$ cat src/rtl/core/sql_token_fingerprint_hash_assert.svh
// Assertion macros shared by the fingerprint hash RTL.
`ifndef SQL_TOKEN_FINGERPRINT_HASH_ASSERT_SVH
`define SQL_TOKEN_FINGERPRINT_HASH_ASSERT_SVH

// Same-cycle implication, checked on every rising clock edge outside reset.
`define SQLFP_ASSERT_NOW(label, ante, cons, msg) \
    label: assert property (@(posedge clk) disable iff (!rst_n) (ante) |-> (cons)) \
        else $error(msg);

// Next-cycle implication, checked on every rising clock edge outside reset.
`define SQLFP_ASSERT_NEXT(label, ante, cons, msg) \
    label: assert property (@(posedge clk) disable iff (!rst_n) (ante) |=> (cons)) \
        else $error(msg);

`endif

$ cat src/rtl/core/sqlfp_pkg.sv
// Types, constants and helper functions for the SQL fingerprint hash.
package sqlfp_pkg;

    localparam int COUNT_BITS  = 16;
    localparam int QUEUE_DEPTH = 4;
    localparam int QPTR_W      = $clog2(QUEUE_DEPTH);

    localparam logic [63:0] FNV_BASIS = 64'hCBF29CE484222325;

    // Token type codes the classifier cares about
    localparam logic [4:0] TYPE_IDENT   = 5'd0;
    localparam logic [4:0] TYPE_KEYWORD = 5'd1;
    localparam logic [4:0] TYPE_INT     = 5'd2;
    localparam logic [4:0] TYPE_STR     = 5'd3;
    localparam logic [4:0] TYPE_PARAM   = 5'd4;
    localparam logic [4:0] TYPE_SEMI    = 5'd17;
    localparam logic [4:0] TYPE_ERROR   = 5'd18;

    localparam logic [15:0] LEAD_WORD_LEN = 16'd6;
    localparam logic [2:0]  LEAD_WORD_END = 3'd6;
    localparam logic [2:0]  ALL_WORDS     = 3'b111;

    // select, insert, update; bit k of the match mask tracks word k
    localparam logic [7:0] LEAD_WORDS [3][6] = '{
        '{8'h73, 8'h65, 8'h6C, 8'h65, 8'h63, 8'h74},
        '{8'h69, 8'h6E, 8'h73, 8'h65, 8'h72, 8'h74},
        '{8'h75, 8'h70, 8'h64, 8'h61, 8'h74, 8'h65}
    };

    typedef enum logic [1:0] {
        CMD_BEGIN  = 2'd0,
        CMD_HEADER = 2'd1,
        CMD_TEXT   = 2'd2,
        CMD_END    = 2'd3
    } cmd_t;

    // What the back end does with one request
    typedef enum logic [3:0] {
        K_CLEAR = 4'd0,
        K_END   = 4'd1,
        K_BYTE  = 4'd2,
        K_FIRST = 4'd3,
        K_BAD   = 4'd4,
        K_SKIP  = 4'd5,
        K_WORD  = 4'd6,
        K_LIT   = 4'd7,
        K_PARAM = 4'd8,
        K_TAG   = 4'd9
    } kind_t;

    // Where token text goes
    typedef enum logic [1:0] {
        TGT_NONE  = 2'd0,
        TGT_SHAPE = 2'd1,
        TGT_ARG   = 2'd2,
        TGT_FIRST = 2'd3
    } target_t;

    typedef struct packed {
        kind_t       kind;
        logic [3:0]  tag;
        logic [1:0]  arg_tag;
        logic        seen;
        logic [15:0] length;
        logic [7:0]  text;
    } entry_t;

    // Shape tag per token type; zero for semicolon and unknown types
    function automatic logic [3:0] shape_tag(input logic [4:0] token_type);
        logic [3:0] tag;
        unique case (token_type)
            5'd0, 5'd1:       tag = 4'd1;
            5'd2, 5'd3, 5'd4: tag = 4'd2;
            5'd5:             tag = 4'd3;
            5'd6:             tag = 4'd4;
            5'd7:             tag = 4'd5;
            5'd8:             tag = 4'd6;
            5'd9:             tag = 4'd7;
            5'd10:            tag = 4'd14;
            5'd11:            tag = 4'd8;
            5'd12:            tag = 4'd9;
            5'd13:            tag = 4'd10;
            5'd14:            tag = 4'd11;
            5'd15:            tag = 4'd12;
            5'd16:            tag = 4'd13;
            default:          tag = 4'd0;
        endcase
        return tag;
    endfunction

    // One FNV-1a byte step; the prime is 2^40 + 0x1B3, so multiply by shift-add
    function automatic logic [63:0] fnv_mix(input logic [63:0] acc, input logic [7:0] b);
        logic [63:0] x;
        x = acc ^ {56'd0, b};
        return (x << 40) + (x << 8) + (x << 7) + (x << 5) + (x << 4) + (x << 1) + x;
    endfunction

    function automatic logic [7:0] fold_ascii(input logic [7:0] c);
        return (c >= 8'h41 && c <= 8'h5A) ? c + 8'd32 : c;
    endfunction

endpackage

$ cat src/rtl/core/sqlfp_front.sv
// Front end: classify each incoming item into a back-end request.
module sqlfp_front (
    input  logic                 clk,
    input  logic                 rst_n,
    input  logic                 in_valid,
    output logic                 in_ready,
    input  logic [1:0]           cmd,
    input  logic [4:0]           token_type,
    input  logic [15:0]          token_length,
    input  logic [7:0]           text_byte,
    output logic                 q_push,
    input  logic                 q_ready,
    output sqlfp_pkg::entry_t    q_entry
);

    logic first_pending_reg;
    logic first_pending_next;

    assign in_ready = q_ready;
    assign q_push   = in_valid;

    always_comb
    begin
        q_entry            = '0;
        q_entry.tag        = sqlfp_pkg::shape_tag(token_type);
        q_entry.arg_tag    = token_type[1:0] - 2'd1;
        q_entry.seen       = !first_pending_reg;
        q_entry.length     = token_length;
        q_entry.text       = text_byte;
        first_pending_next = first_pending_reg;
        unique case (sqlfp_pkg::cmd_t'(cmd))
            sqlfp_pkg::CMD_BEGIN:
            begin
                q_entry.kind       = sqlfp_pkg::K_CLEAR;
                first_pending_next = 1'b1;
            end
            sqlfp_pkg::CMD_END:
            begin
                q_entry.kind       = sqlfp_pkg::K_END;
                first_pending_next = 1'b1;
            end
            sqlfp_pkg::CMD_TEXT:
            begin
                q_entry.kind = sqlfp_pkg::K_BYTE;
            end
            default:
            begin
                first_pending_next = 1'b0;
                if (token_type >= sqlfp_pkg::TYPE_ERROR)
                    q_entry.kind = sqlfp_pkg::K_BAD;
                else if (first_pending_reg)
                    q_entry.kind = (token_type == sqlfp_pkg::TYPE_IDENT) ?
                                   sqlfp_pkg::K_FIRST : sqlfp_pkg::K_BAD;
                else if (token_type == sqlfp_pkg::TYPE_SEMI)
                    q_entry.kind = sqlfp_pkg::K_SKIP;
                else if (token_type == sqlfp_pkg::TYPE_IDENT ||
                         token_type == sqlfp_pkg::TYPE_KEYWORD)
                    q_entry.kind = sqlfp_pkg::K_WORD;
                else if (token_type == sqlfp_pkg::TYPE_INT ||
                         token_type == sqlfp_pkg::TYPE_STR)
                    q_entry.kind = sqlfp_pkg::K_LIT;
                else if (token_type == sqlfp_pkg::TYPE_PARAM)
                    q_entry.kind = sqlfp_pkg::K_PARAM;
                else
                    q_entry.kind = sqlfp_pkg::K_TAG;
            end
        endcase
    end

    // Track whether the statement still waits for its first header
    always_ff @(posedge clk or negedge rst_n)
    begin
        if (!rst_n)
            first_pending_reg <= 1'b1;
        else if (in_valid && q_ready)
            first_pending_reg <= first_pending_next;
    end

endmodule

$ cat src/rtl/core/sqlfp_queue.sv
// Short request queue between the front and back ends.
module sqlfp_queue (
    input  logic                 clk,
    input  logic                 rst_n,
    input  logic                 push,
    output logic                 push_ready,
    input  sqlfp_pkg::entry_t    push_entry,
    output logic                 head_valid,
    input  logic                 pop,
    output sqlfp_pkg::entry_t    head
);

    sqlfp_pkg::entry_t              entries_reg [sqlfp_pkg::QUEUE_DEPTH];
    logic [sqlfp_pkg::QPTR_W-1:0]   wr_ptr_reg;
    logic [sqlfp_pkg::QPTR_W-1:0]   rd_ptr_reg;
    logic [sqlfp_pkg::QPTR_W:0]     count_reg;
    logic                           do_push;
    logic                           do_pop;

    function automatic logic [sqlfp_pkg::QPTR_W-1:0] advance(
        input logic [sqlfp_pkg::QPTR_W-1:0] ptr);
        return (ptr == sqlfp_pkg::QPTR_W'(sqlfp_pkg::QUEUE_DEPTH - 1)) ?
               '0 : ptr + 1'b1;
    endfunction

    assign push_ready = (count_reg != (sqlfp_pkg::QPTR_W + 1)'(sqlfp_pkg::QUEUE_DEPTH));
    assign head_valid = (count_reg != '0);
    assign head       = entries_reg[rd_ptr_reg];
    assign do_push    = push && push_ready;
    assign do_pop     = pop && head_valid;

    always_ff @(posedge clk or negedge rst_n)
    begin
        if (!rst_n)
        begin
            wr_ptr_reg <= '0;
            rd_ptr_reg <= '0;
            count_reg  <= '0;
        end
        else
        begin
            if (do_push)
                wr_ptr_reg <= advance(wr_ptr_reg);
            if (do_pop)
                rd_ptr_reg <= advance(rd_ptr_reg);
            if (do_push && !do_pop)
                count_reg <= count_reg + 1'b1;
            else if (do_pop && !do_push)
                count_reg <= count_reg - 1'b1;
        end
    end

    always_ff @(posedge clk)
    begin
        if (do_push)
            entries_reg[wr_ptr_reg] <= push_entry;
    end

endmodule

$ cat src/rtl/core/sqlfp_back.sv
// Back end: run the two FNV-1a hashes, tallies and first-word check.
module sqlfp_back (
    input  logic                          clk,
    input  logic                          rst_n,
    input  logic                          head_valid,
    input  sqlfp_pkg::entry_t             head,
    output logic                          pop,
    output logic                          out_valid,
    input  logic                          out_ready,
    output logic [63:0]                   pattern_hash,
    output logic [63:0]                   argument_hash,
    output logic [15:0]                   literal_total,
    output logic [15:0]                   placeholder_total,
    output logic                          fingerprint_valid
);

    typedef enum logic [2:0] {
        S_IDLE   = 3'b001,
        S_LEN_LO = 3'b010,
        S_LEN_HI = 3'b100
    } state_t;

    state_t                               state_reg, state_next;
    logic [63:0]                          shape_reg, shape_next;
    logic [63:0]                          arg_reg, arg_next;
    logic [sqlfp_pkg::COUNT_BITS-1:0]     lit_reg, lit_next;
    logic [sqlfp_pkg::COUNT_BITS-1:0]     ph_reg, ph_next;
    logic                                 ok_reg, ok_next;
    sqlfp_pkg::target_t                   target_reg, target_next;
    logic [2:0]                           pos_reg, pos_next;
    logic [2:0]                           match_reg, match_next;
    logic [15:0]                          len_reg, len_next;
    logic                                 len_arg_reg, len_arg_next;
    logic                                 out_valid_reg, out_valid_next;

    logic [63:0]                          pattern_reg;
    logic [63:0]                          arg_out_reg;
    logic [15:0]                          lit_out_reg;
    logic [15:0]                          ph_out_reg;
    logic                                 valid_out_reg;

    logic                                 take;
    logic                                 judge_fail;
    logic                                 end_ok;
    logic                                 out_load;
    logic [7:0]                           folded;
    logic                                 shape_en, arg_en;
    logic [7:0]                           shape_byte, arg_byte;
    logic [63:0]                          shape_mix, arg_mix;

    assign take = (state_reg == S_IDLE) && head_valid &&
                  (head.kind != sqlfp_pkg::K_END || !out_valid_reg || out_ready);
    assign pop  = take;

    assign judge_fail = (target_reg == sqlfp_pkg::TGT_FIRST) &&
                        (match_reg == '0 || pos_reg != sqlfp_pkg::LEAD_WORD_END);
    assign end_ok     = ok_reg && !judge_fail && head.seen;
    assign out_load   = take && head.kind == sqlfp_pkg::K_END;
    assign folded     = sqlfp_pkg::fold_ascii(head.text);

    assign shape_mix = sqlfp_pkg::fnv_mix(shape_reg, shape_byte);
    assign arg_mix   = sqlfp_pkg::fnv_mix(arg_reg, arg_byte);

    // Pick at most one byte per hash per cycle
    always_comb
    begin
        shape_en   = 1'b0;
        shape_byte = '0;
        arg_en     = 1'b0;
        arg_byte   = '0;
        unique case (state_reg)
            S_IDLE:
            begin
                if (take)
                begin
                    case (head.kind) inside
                        sqlfp_pkg::K_FIRST, sqlfp_pkg::K_WORD, sqlfp_pkg::K_LIT,
                        sqlfp_pkg::K_PARAM, sqlfp_pkg::K_TAG:
                        begin
                            shape_en   = 1'b1;
                            shape_byte = {4'd0, head.tag};
                        end
                        sqlfp_pkg::K_BYTE:
                        begin
                            if (target_reg == sqlfp_pkg::TGT_SHAPE ||
                                target_reg == sqlfp_pkg::TGT_FIRST)
                            begin
                                shape_en   = 1'b1;
                                shape_byte = folded;
                            end
                            else if (target_reg == sqlfp_pkg::TGT_ARG)
                            begin
                                arg_en   = 1'b1;
                                arg_byte = head.text;
                            end
                        end
                        default:
                        begin
                        end
                    endcase
                    if (head.kind == sqlfp_pkg::K_LIT)
                    begin
                        arg_en   = 1'b1;
                        arg_byte = {6'd0, head.arg_tag};
                    end
                end
            end
            S_LEN_LO:
            begin
                shape_en   = !len_arg_reg;
                arg_en     = len_arg_reg;
                shape_byte = len_reg[7:0];
                arg_byte   = len_reg[7:0];
            end
            S_LEN_HI:
            begin
                shape_en   = !len_arg_reg;
                arg_en     = len_arg_reg;
                shape_byte = len_reg[15:8];
                arg_byte   = len_reg[15:8];
            end
            default:
            begin
            end
        endcase
    end

    always_comb
    begin
        state_next     = state_reg;
        shape_next     = shape_reg;
        arg_next       = arg_reg;
        lit_next       = lit_reg;
        ph_next        = ph_reg;
        ok_next        = ok_reg;
        target_next    = target_reg;
        pos_next       = pos_reg;
        match_next     = match_reg;
        len_next       = len_reg;
        len_arg_next   = len_arg_reg;
        out_valid_next = out_valid_reg && !out_ready;

        unique case (state_reg)
            S_IDLE:
            begin
                if (take)
                begin
                    case (head.kind) inside
                        sqlfp_pkg::K_CLEAR, sqlfp_pkg::K_END:
                        begin
                            // Start the next statement from the basis
                            shape_next  = sqlfp_pkg::FNV_BASIS;
                            arg_next    = sqlfp_pkg::FNV_BASIS;
                            lit_next    = '0;
                            ph_next     = '0;
                            ok_next     = 1'b1;
                            target_next = sqlfp_pkg::TGT_NONE;
                            pos_next    = '0;
                            match_next  = sqlfp_pkg::ALL_WORDS;
                            if (head.kind == sqlfp_pkg::K_END)
                                out_valid_next = 1'b1;
                        end
                        sqlfp_pkg::K_BYTE:
                        begin
                            if (target_reg == sqlfp_pkg::TGT_FIRST)
                            begin
                                if (pos_reg < sqlfp_pkg::LEAD_WORD_END)
                                begin
                                    for (int k = 0; k < 3; k++)
                                        if (sqlfp_pkg::LEAD_WORDS[k][pos_reg] != folded)
                                            match_next[k] = 1'b0;
                                    pos_next = pos_reg + 3'd1;
                                end
                                else
                                    match_next = '0;
                            end
                        end
                        default:
                        begin
                            // Every header closes the first word and any open text
                            if (judge_fail)
                                ok_next = 1'b0;
                            target_next = sqlfp_pkg::TGT_NONE;
                            len_next    = head.length;
                            case (head.kind)
                                sqlfp_pkg::K_BAD:
                                    ok_next = 1'b0;
                                sqlfp_pkg::K_FIRST:
                                begin
                                    target_next  = sqlfp_pkg::TGT_FIRST;
                                    pos_next     = '0;
                                    match_next   = (head.length == sqlfp_pkg::LEAD_WORD_LEN) ?
                                                   sqlfp_pkg::ALL_WORDS : 3'b000;
                                    len_arg_next = 1'b0;
                                    state_next   = S_LEN_LO;
                                end
                                sqlfp_pkg::K_WORD:
                                begin
                                    target_next  = sqlfp_pkg::TGT_SHAPE;
                                    len_arg_next = 1'b0;
                                    state_next   = S_LEN_LO;
                                end
                                sqlfp_pkg::K_LIT:
                                begin
                                    target_next  = sqlfp_pkg::TGT_ARG;
                                    len_arg_next = 1'b1;
                                    state_next   = S_LEN_LO;
                                    if (lit_reg != '1)
                                        lit_next = lit_reg + 1'b1;
                                end
                                sqlfp_pkg::K_PARAM:
                                begin
                                    if (ph_reg != '1)
                                        ph_next = ph_reg + 1'b1;
                                end
                                default:
                                begin
                                end
                            endcase
                        end
                    endcase
                end
            end
            S_LEN_LO:
                state_next = S_LEN_HI;
            S_LEN_HI:
                state_next = S_IDLE;
            default:
                state_next = S_IDLE;
        endcase

        if (shape_en)
            shape_next = shape_mix;
        if (arg_en)
            arg_next = arg_mix;
    end

    always_ff @(posedge clk or negedge rst_n)
    begin
        if (!rst_n)
        begin
            state_reg     <= S_IDLE;
            shape_reg     <= sqlfp_pkg::FNV_BASIS;
            arg_reg       <= sqlfp_pkg::FNV_BASIS;
            lit_reg       <= '0;
            ph_reg        <= '0;
            ok_reg        <= 1'b1;
            target_reg    <= sqlfp_pkg::TGT_NONE;
            pos_reg       <= '0;
            match_reg     <= sqlfp_pkg::ALL_WORDS;
            len_arg_reg   <= 1'b0;
            out_valid_reg <= 1'b0;
        end
        else
        begin
            state_reg     <= state_next;
            shape_reg     <= shape_next;
            arg_reg       <= arg_next;
            lit_reg       <= lit_next;
            ph_reg        <= ph_next;
            ok_reg        <= ok_next;
            target_reg    <= target_next;
            pos_reg       <= pos_next;
            match_reg     <= match_next;
            len_arg_reg   <= len_arg_next;
            out_valid_reg <= out_valid_next;
        end
    end

    // Result and length payload registers
    always_ff @(posedge clk)
    begin
        len_reg <= len_next;
        if (out_load)
        begin
            pattern_reg   <= end_ok ? shape_reg : '0;
            arg_out_reg   <= end_ok ? arg_reg : '0;
            lit_out_reg   <= end_ok ? 16'(lit_reg) : '0;
            ph_out_reg    <= end_ok ? 16'(ph_reg) : '0;
            valid_out_reg <= end_ok;
        end
    end

    assign out_valid         = out_valid_reg;
    assign pattern_hash      = pattern_reg;
    assign argument_hash     = arg_out_reg;
    assign literal_total     = lit_out_reg;
    assign placeholder_total = ph_out_reg;
    assign fingerprint_valid = valid_out_reg;

endmodule

$ cat src/rtl/core/sql_token_fingerprint_hash.sv
// Top level of the SQL statement fingerprint hash.
//
// Fingerprints a lexed SQL statement that arrives as a stream of requests:
// begin statement, token header, token text byte and end statement (the
// command travels in s_axis_tuser). Two FNV-1a 64-bit hashes run side by
// side: the pattern hash takes one tag per token but semicolons, plus the
// case-folded text and 16-bit length of identifiers and keywords, the
// argument hash takes the type tag, length and raw text of int and string
// literals. Literals and question-mark parameters are counted with
// saturation. The statement must open with the identifier select, insert or
// update in any letter case, and must carry no error token; otherwise the
// result reports fingerprint_valid low with all other fields zero. Each end
// statement yields exactly one result on the m_axis side; begin statement is
// optional and drops any statement in progress. The front end classifies one
// request per cycle into a four-entry queue, so up to four requests keep
// flowing in while the back end works or while a result waits to be taken; a
// full queue holds s_axis_tready low. The back end retires text bytes,
// begin/end, parameters, semicolons, bad headers and plain tags from S_IDLE;
// identifier, keyword, first-word and literal headers then pass through
// S_LEN_LO and S_LEN_HI, one FNV byte step per cycle through each hash's
// shift-add multiply-by-prime stage, and no request is taken meanwhile.

`include "sql_token_fingerprint_hash_assert.svh"

module sql_token_fingerprint_hash (
    input  logic         clk,
    input  logic         rst_n,
    input  logic         s_axis_tvalid,
    output logic         s_axis_tready,
    input  logic [31:0]  s_axis_tdata,   // token_type[4:0], token_length[20:5],
                                         // text_byte[28:21], zero fill
    input  logic [1:0]   s_axis_tuser,   // cmd[1:0]
    output logic         m_axis_tvalid,
    input  logic         m_axis_tready,
    output logic [159:0] m_axis_tdata,   // pattern_hash[63:0], argument_hash[127:64],
                                         // literal_total[143:128],
                                         // placeholder_total[159:144]
    output logic [0:0]   m_axis_tuser    // fingerprint_valid[0]
);

    logic                q_push;
    logic                q_ready;
    sqlfp_pkg::entry_t   q_entry;
    logic                q_head_valid;
    logic                q_pop;
    sqlfp_pkg::entry_t   q_head;
    logic [63:0]         pattern_hash;
    logic [63:0]         argument_hash;
    logic [15:0]         literal_total;
    logic [15:0]         placeholder_total;
    logic                fingerprint_valid;
    logic                result_invalid;
    logic                payload_zero;
    logic                pop_len_header;
    logic                pop_end;

    // Classify incoming requests
    sqlfp_front u_front (
        .clk          (clk),
        .rst_n        (rst_n),
        .in_valid     (s_axis_tvalid),
        .in_ready     (s_axis_tready),
        .cmd          (s_axis_tuser),
        .token_type   (s_axis_tdata[4:0]),
        .token_length (s_axis_tdata[20:5]),
        .text_byte    (s_axis_tdata[28:21]),
        .q_push       (q_push),
        .q_ready      (q_ready),
        .q_entry      (q_entry)
    );

    // Decouple classification from hashing
    sqlfp_queue u_queue (
        .clk        (clk),
        .rst_n      (rst_n),
        .push       (q_push),
        .push_ready (q_ready),
        .push_entry (q_entry),
        .head_valid (q_head_valid),
        .pop        (q_pop),
        .head       (q_head)
    );

    // Hash, count and hold the result until taken
    sqlfp_back u_back (
        .clk               (clk),
        .rst_n             (rst_n),
        .head_valid        (q_head_valid),
        .head              (q_head),
        .pop               (q_pop),
        .out_valid         (m_axis_tvalid),
        .out_ready         (m_axis_tready),
        .pattern_hash      (pattern_hash),
        .argument_hash     (argument_hash),
        .literal_total     (literal_total),
        .placeholder_total (placeholder_total),
        .fingerprint_valid (fingerprint_valid)
    );

    assign m_axis_tdata = {placeholder_total, literal_total, argument_hash, pattern_hash};
    assign m_axis_tuser = fingerprint_valid;

    assign result_invalid = m_axis_tvalid && !m_axis_tuser[0];
    assign payload_zero   = (m_axis_tdata == '0);
    assign pop_len_header = q_pop && (q_head.kind == sqlfp_pkg::K_FIRST ||
                                      q_head.kind == sqlfp_pkg::K_WORD ||
                                      q_head.kind == sqlfp_pkg::K_LIT);
    assign pop_end        = q_pop && q_head.kind == sqlfp_pkg::K_END;

    // An invalid fingerprint carries all-zero fields
    `SQLFP_ASSERT_NOW(a_invalid_zero, result_invalid, payload_zero, "nonzero payload")

    // Length-prefixed headers hold the back end in its length states
    `SQLFP_ASSERT_NEXT(a_header_busy, pop_len_header, !q_pop, "pop during length steps")

    // Retiring an end statement always presents a result
    `SQLFP_ASSERT_NEXT(a_end_result, pop_end, m_axis_tvalid, "end gave no result")

endmodule

$ cat config.mk
export PLATFORM = sky130hd
export DESIGN_NAME = sql_token_fingerprint_hash
export DESIGN_NICKNAME = d
export VERILOG_FILES = /design/src/rtl/core/sqlfp_pkg.sv /design/src/rtl/core/sqlfp_front.sv /design/src/rtl/core/sqlfp_queue.sv /design/src/rtl/core/sqlfp_back.sv /design/src/rtl/core/sql_token_fingerprint_hash.sv
export VERILOG_INCLUDE_DIRS = /design/src /design/src/rtl/core
export SDC_FILE = /design/constraint.sdc
export NUM_CORES = 2
export LEC_CHECK = 0
export BUFFER_PORTS_ARGS = -buffer_cell sky130_fd_sc_hd__buf_4
export CAP_MARGIN = 20
export CORE_MARGIN = 3
export CORE_UTILIZATION = 40
export CTS_CLUSTER_DIAMETER = 50
export CTS_CLUSTER_SIZE = 10
export DETAILED_ROUTE_END_ITERATION = 7
export GPL_ROUTABILITY_DRIVEN = 0
export GPL_TIMING_DRIVEN = 1
export SYNTH_ARGS = -nofsm -noshare
export SYNTH_HDL_FRONTEND = slang
export SYNTH_SLANG_ARGS = --single-unit
$ cat constraint.sdc
create_clock -name clk -period 23.8 [get_ports clk]
set_clock_uncertainty 0.2 [all_clocks]
set_input_delay 0 -clock clk [delete_from_list [all_inputs] [get_ports clk]]
set_output_delay 0 -clock clk [all_outputs]
set_load 0.02 [all_outputs]
### Word level (Yosys, flattened, before mapping)

Memory sizes are Yosys's and may differ from the RTL's.
Cells that the tools add are included.

| cells by class | value |
|---|---|
| $add $sub $neg | 21 |
| multiply operators | 0 |
| div/mod/pow operators | 0 |
| $lt $le $gt $ge | 5 |
| equal/unequal tests | 42 |
| shifts and indexed selects | 0 |
| muxes and demuxes | 90 |
| bitwise operators | 6 |
| reduce and logical (&&, ||, !) cells | 64 |

Operator list:

| kind | count |
|---|---|
| 64-bit adder | 12 |
| 64-bit 2-to-1 mux | 5 |
| 8-bit 2-to-1 mux | 17 |
| 16-bit 2-to-1 mux | 8 |
| 64-bit by 8-bit XOR with 64-bit output | 2 |
| 3-bit 2-to-1 mux | 18 |
| 8-bit one-hot mux with 3 select lines | 2 |
| 5-bit AND reduction | 7 |
| 16-bit by 1-bit adder with 16-bit output (second input constant) | 2 |
| 16-bit inequality test (second input constant) | 2 |
| 1-bit 2-to-1 mux | 24 |
| 8-bit inequality test | 3 |
| 2-bit nonzero test | 12 |
| 4-bit 2-to-1 mux | 5 |
| 16-bit by 3-bit equality test with 1-bit output (second input constant) | 1 |
| 2-bit equality test (second input constant) | 6 |
| 4-bit by 3-bit equality test with 1-bit output (second input constant) | 3 |
| 1-bit logical AND | 12 |
| 3-bit inequality test (second input constant) | 4 |
| 4-bit inequality test (second input constant) | 3 |
| 4-bit one-hot mux with 3 select lines | 1 |
| 4-bit AND reduction | 3 |
| 5-bit by 2-bit equality test with 1-bit output (second input constant) | 2 |
| 3-bit AND reduction | 3 |
| 40 further kinds | 71 |

| storage, ports and cells | value |
|---|---|
| register bits | 359 |
| latch bits | 0 |
| memory bits (writable) | 140 |
| bits in read-only memories | 320 |
| input bits | 38 |
| output and inout port bits | 163 |
| memories | 5 |

Memory list:

| memory | words | width | rd ports | clocked after Yosys merged registers in | wr ports | RTL line | source |
|---|---|---|---|---|---|---|---|
| u_queue.entries_reg | 4 | 35 | 1 | 0 | 1 | sqlfp_queue.sv:13 | `sqlfp_pkg::entry_t entries_reg [sqlfp_pkg::QUEUE_DEPTH];` |
| (no name shown) | 32 | 4 | 1 | 0 | 0 | sqlfp_pkg.sv:71 | `unique case (token_type)` |
| (no name shown) | 8 | 8 | 1 | 0 | 0 | sqlfp_back.sv:170 | `if (sqlfp_pkg::LEAD_WORDS[k][pos_reg] != folded)` |
| (no name shown) | 8 | 8 | 1 | 0 | 0 | sqlfp_back.sv:170 |  |
| (no name shown) | 8 | 8 | 1 | 0 | 0 | sqlfp_back.sv:170 |  |

### Logic depth before layout (Yosys ltp)

An unclocked memory read counts as a cell.

| depth | value |
|---|---|
| depth after elaboration | 17 |
| depth in mapped cells | 30 |

### By module

From an unflattened synthesis, not the netlist that was laid out.

| second synthesis, totals | value |
|---|---|
| cell total of the unflattened synthesis | 3,696 |
| area total of the unflattened synthesis | 40,964.3 um^2 |

Modules (own cells, without submodules):

| module | times used | cells an instance | area each (um^2) | seq. area each (um^2) |
|---|---|---|---|---|
| sqlfp_back | 1 | 3,389 | 34,730.8 | 9,745.6 |
| sqlfp_queue | 1 | 220 | 5,544.1 | 4,379.2 |
| sqlfp_front | 1 | 87 | 689.4 | 26.3 |

### Least setup slack after synthesis

Ideal clock, no wire load.

| path | value |
|---|---|
| kind | flip-flop to flip-flop |
| from | reg u_queue.rd_ptr_reg[0] (netlist name) |
| to | reg u_back.arg_out_reg[0] (netlist: u_back.argument_hash[0]), enable pin |
| library setup time | 0.685 ns |
| arrival | 8.675 ns |
| data required time | 22.915 ns |
| slack | 14.240 ns |
| stages on the path, launching flop included | 9 |
| clock period less this slack | 9.560 ns |
| cell sequence | dfrtp_1 > buf_6 > mux4_2 > buf_2 > nor3_1 > nand3_1 > clkbuf_1 > clkbuf_1 > nor2_1 |

| on the way | value |
|---|---|
| cells in the longest elaborated chain, start to end | 6 |
| elaborated cells on any way between the ends | 7 |
| classes of those cells | eq/ne (2); reduce/logical (4); memory (1) |

RTL lines:

| element | RTL line | source |
|---|---|---|
| start, declared | sqlfp_queue.sv:15 | `logic [sqlfp_pkg::QPTR_W-1:0] rd_ptr_reg;` |
| start signal, assigned | sqlfp_queue.sv:45 | `rd_ptr_reg <= advance(rd_ptr_reg);` |
| memory read 4 x 35 bit * | - |  |
| 4-bit by 1-bit inequality test with 1-bit output | sqlfp_back.sv:52 | `(head.kind != sqlfp_pkg::K_END \|\| !out_valid_reg \|\| out_ready);` |
| 1-bit logical OR (2 in series) | sqlfp_back.sv:52 |  |
| 1-bit logical AND | sqlfp_back.sv:51 | `assign take = (state_reg == S_IDLE) && head_valid &&` |
| 1-bit logical AND * | sqlfp_back.sv:58 | `assign out_load = take && head.kind == sqlfp_pkg::K_END;` |
| named net u_back.out_load | sqlfp_back.sv:45 | `logic out_load;` |
| end signal, assigned | sqlfp_back.sv:277 | `arg_out_reg <= end_ok ? arg_reg : '0;` |
| end, declared | sqlfp_back.sv:37 | `logic [63:0] arg_out_reg;` |

The timed path passes the listed nets; every way through them passes the cells marked *.
A chain may end at the register's enable or synchronous reset.

### Worst setup path in the final report

| path | value |
|---|---|
| from | reg u_queue.rd_ptr_reg[0] (netlist name) |
| to | reg u_back.arg_reg[50] |

| on the way | value |
|---|---|
| cells in the longest elaborated chain, start to end | 16 |
| elaborated cells on any way between the ends | 39 |
| classes of those cells | add/sub (6); eq/ne (8); mux (13); bitwise (1); reduce/logical (10); memory (1) |

RTL lines:

| element | RTL line | source |
|---|---|---|
| memory read 4 x 35 bit * | - |  |
| branches (longest 15 deep; another with 64-bit adder) | - |  |
| end signal, assigned | sqlfp_back.sv:244 | `arg_reg <= sqlfp_pkg::FNV_BASIS;` |
| end signal, assigned | sqlfp_back.sv:258 | `arg_reg <= arg_next;` |
| end, declared | sqlfp_back.sv:25 | `logic [63:0] arg_reg, arg_next;` |

Every way passes the cells marked *.

==> summary.txt <==
Synth
  • Synth top area cells: fa_1 (24%), edfxtp_1 (23%), dfrtp_1 (7.3%)
  • Compound-Gate Fraction of Synth Area: 9.992%
  • Adder-Cell Fraction of Synth Area: 31.58%
  • Yosys top cell area share: 24.23%
  • Post-Syn Area: 0.04099 mm²
  • Post-Syn Area per Cell: 10.96 µm²
  • Mux contribution to synthesized area: 2.384%
  • Sequential-to-total area share from yosys stat: 34.53%
  • Most used flip-flop cell after synthesis: edfxtp_1
  • Async set or reset register ratio after synthesis: 36.47%
  • Seq cells post-synth: 499
  • Xor/xnor share of the synthesized area: 3.947%
  • EDFF count, synth: 317
  • Synth Warn #: 0
  • Main combinational cell family by area after synthesis: adder cells
  • Post-Synth Simple-Gate Area: 9.625%
  • Synth area leader: fa_1
  • Cell variety after synth: 88
  • Cells after synthesis: 3741
  • Syn_nets: 4515

Clock network
  • Worst-Skew Late Latency: 670 ps
  • Root buf cell: clkbuf_16
  • Clk pin slew, worst setup/hold paths: 50 ps
  • Clock buffer depth: 3
  • Clk sinks: 499
  • CTS tree: done
  • CTS Buf Count: 84
  • H-tree levels: 3
  • Post-CTS Setup Inserts: 0

Detailed routing
  • Via Count: 27530
  • WL/cell: 18.41 µm
  • DRT iter0 DRCs: 1833
  • Drt total wl: 99.63 mm
  • Detailed Routing Iterations Pass 1: 5
  • DRT antenna net count: 0
  • Via/cell ratio: 5.087
  • Residual DRC: 0

Layout
  • Antenna cells: 0
  • Leading cell type in the layout, fill and taps excluded: inv_1
  • Net count, final: 4757
  • Most frequent cells in the layout: inv_1 (722), fa_1 (496), edfxtp_1 (317)
  • Max reg flops: 140
  • Area delta synth->final: 15.51%
  • Share of layout cells above drive strength 1: 12.14%

Critical path
  • Reg2reg end: u_back.arg_reg[50]
  • Crit path cell chain: buf_4, mux4_2, nand2b_4, nor3_4, and4b_1, a21oi_1, xnor2_1, inv_1, fa_1, fa_1, fa_1, inv_1, ha_1, ha_1, o21a_1, o21ai_0, a2bb2oi_1, a31oi_1, o21ai_0, a211oi_1, a21oi_1, a211oi_1, xor2_1, o21ai_0
  • Slowest CP cell: xnor2_1
  • Worst path max stage delay: 840 ps
  • Worst Setup Start Kind: flip-flop
  • Crit path depth: 24
  • Worst Reg2Reg Path Length in Cells: 24
  • Reg2reg start: u_queue.rd_ptr_reg[0]
  • WP buf/inv: 3
  • Crit path arrival time: 9780 ps
  • Critical Path End Type: flip-flop
  • Critical path's top delay family: compound AO/OA/AOI/OAI gates
  • Critical path type: reg -> reg
  • WP data required: 24100 ps
  • R2R setup slack: 14320 ps
  • Crit Path Max Fanout: 38

GRT
  • Tot GR Track Use: 19.33%
  • Initial antenna violation count: 1
  • First-pass GRT wire length: 162.4 mm
  • Largest net degree at the start of global routing: 85
  • Vias in the first global route: 28910
  • Gr ovfl total: 0

STA
  • Final Critical Period: 9485 ps
  • Fin. Hold Viols: 0
  • Fmax: 0.1054 GHz
  • Max-slew violations: 0
  • Final period utilization: 39.85%
  • Rel. slew slack: 30.33%
  • RSZ-0062 raised after global routing: false
  • Min Hold Slack: 116.5 ps
  • Least-Margin Pin Slew: 1038 ps
  • Setup TNS: 0 ps
  • Final Setup Violations: 0

Worst hold path
  • Hold Path Depth: 3
  • Worst Hold Path EP: u_queue.entries_reg[2][25]
  • Hold Crit Class: in -> reg
  • Worst hold path startpoint: s_axis_tdata[0]

Die
  • Die outline area: 0.1063 mm²
  • Row cnt: 116
  • Core area: 0.1009 mm²
  • I/O pins: 201
  • Die Y-Extent: 326.1 µm
  • Starting density of the core: 40.63%
  • Die W: 326.1 µm

Job
  • Max_cap viols: 0

Placement
  • Number of port buffers: 197
  • HPWL after detailed placement: 73.42 mm

Status
  • Outcome: completed
==> metal layers <==
layer / wire (µm) / part of all wire, % / GRT usage (%) / up-vias
met5: 0 / 0 / 0 / -
met1: 45860 / 46 / 27.25 / 13840
met3: 5789 / 5.8 / 3.676 / 130
met2: 45790 / 46 / 30.69 / 632
met4: 2182 / 2.2 / 5.086 / 0
li1: - / - / - / 12930
==> synth_stat cells (all sizes together) (35+ instances only) <==
master / instances
a21oi: 193
fa: 496
mux4: 35
dfstp: 62
nand4: 37
nand3: 105
ha: 240
and2: 165
nor3: 67
o21ai: 184
nor2: 125
dfrtp: 120
xnor2: 102
xor2: 81
edfxtp: 317
inv: 722
a21o: 74
nand2: 148
clkbuf: 100
==> worst max path at each step <==
stage	startpoint	end	slack, ps
2_1_floorplan	u_queue.rd_ptr_reg[0]	u_back.argument_hash[0]	14240
3_3_place_gp	u_queue.rd_ptr_reg[0]	u_back.arg_reg[61]	14380
3_5_place_dp	u_queue.rd_ptr_reg[0]	u_back.arg_reg[61]	14380
4_1_cts	u_queue.rd_ptr_reg[0]	u_back.arg_reg[61]	14290
5_1_grt	u_queue.rd_ptr_reg[0]	u_back.arg_reg[61]	13630
6_report	u_queue.rd_ptr_reg[0]	u_back.arg_reg[50]	14320
==> what timing repair did <==
action | 4_1_cts | 5_1_grt
endpoints found under the hold margin | 360 | 0
resized for setup | 0 | 0
hold buffers | 66 | 0
==> through the flow <==
step | instance area (µm²) | utilization [%] | setup slack, ps | cells
detailed placement | 43840 | 43.46 | 14380 | 5188
finish | 47340 | 46.93 | 14320 | 5411
floorplan | 40990 | - | 14240 | 3741
global route | 47340 | 46.93 | 13630 | 5411
CTS | 47340 | 46.93 | 14290 | 5411
global placement | 43840 | 43.46 | 14380 | 5188
==> final cells by class <==
class	count	area (µm²)
clock buffers	106	2195
flip-flops and latches	499	14150
clock inverters	51	628.1
inverters	722	2710
well taps	1357	1698
fillers	9256	53530
repair buffers	286	2336
multi-input cells	2390	23620
==> worst register-to-register path, delay by kind of cell (launching register included) <==
family / cells / cell delay [ps]
adder cells (fa/ha/maj): 5 / 2160
AO/OA/AOI/OAI: 10 / 2780
XOR/XNOR: 2 / 1050
AND/OR/NAND/NOR: 3 / 1100
multiplexers: 1 / 690
buffers and inverters: 3 / 1010
flip-flops: 1 / 340
==> cells by family after synthesis <==
family	after synthesis
AO/OA/AOI/OAI	658
XOR/XNOR	183
adder cells (fa/ha/maj)	737
buffers and inverters	852
flip-flops	499
multiplexers	53
AND/OR/NAND/NOR	759
Power is not shown: default switching activity piles up to over one toggle a cycle in this logic, so the estimate is an artifact.
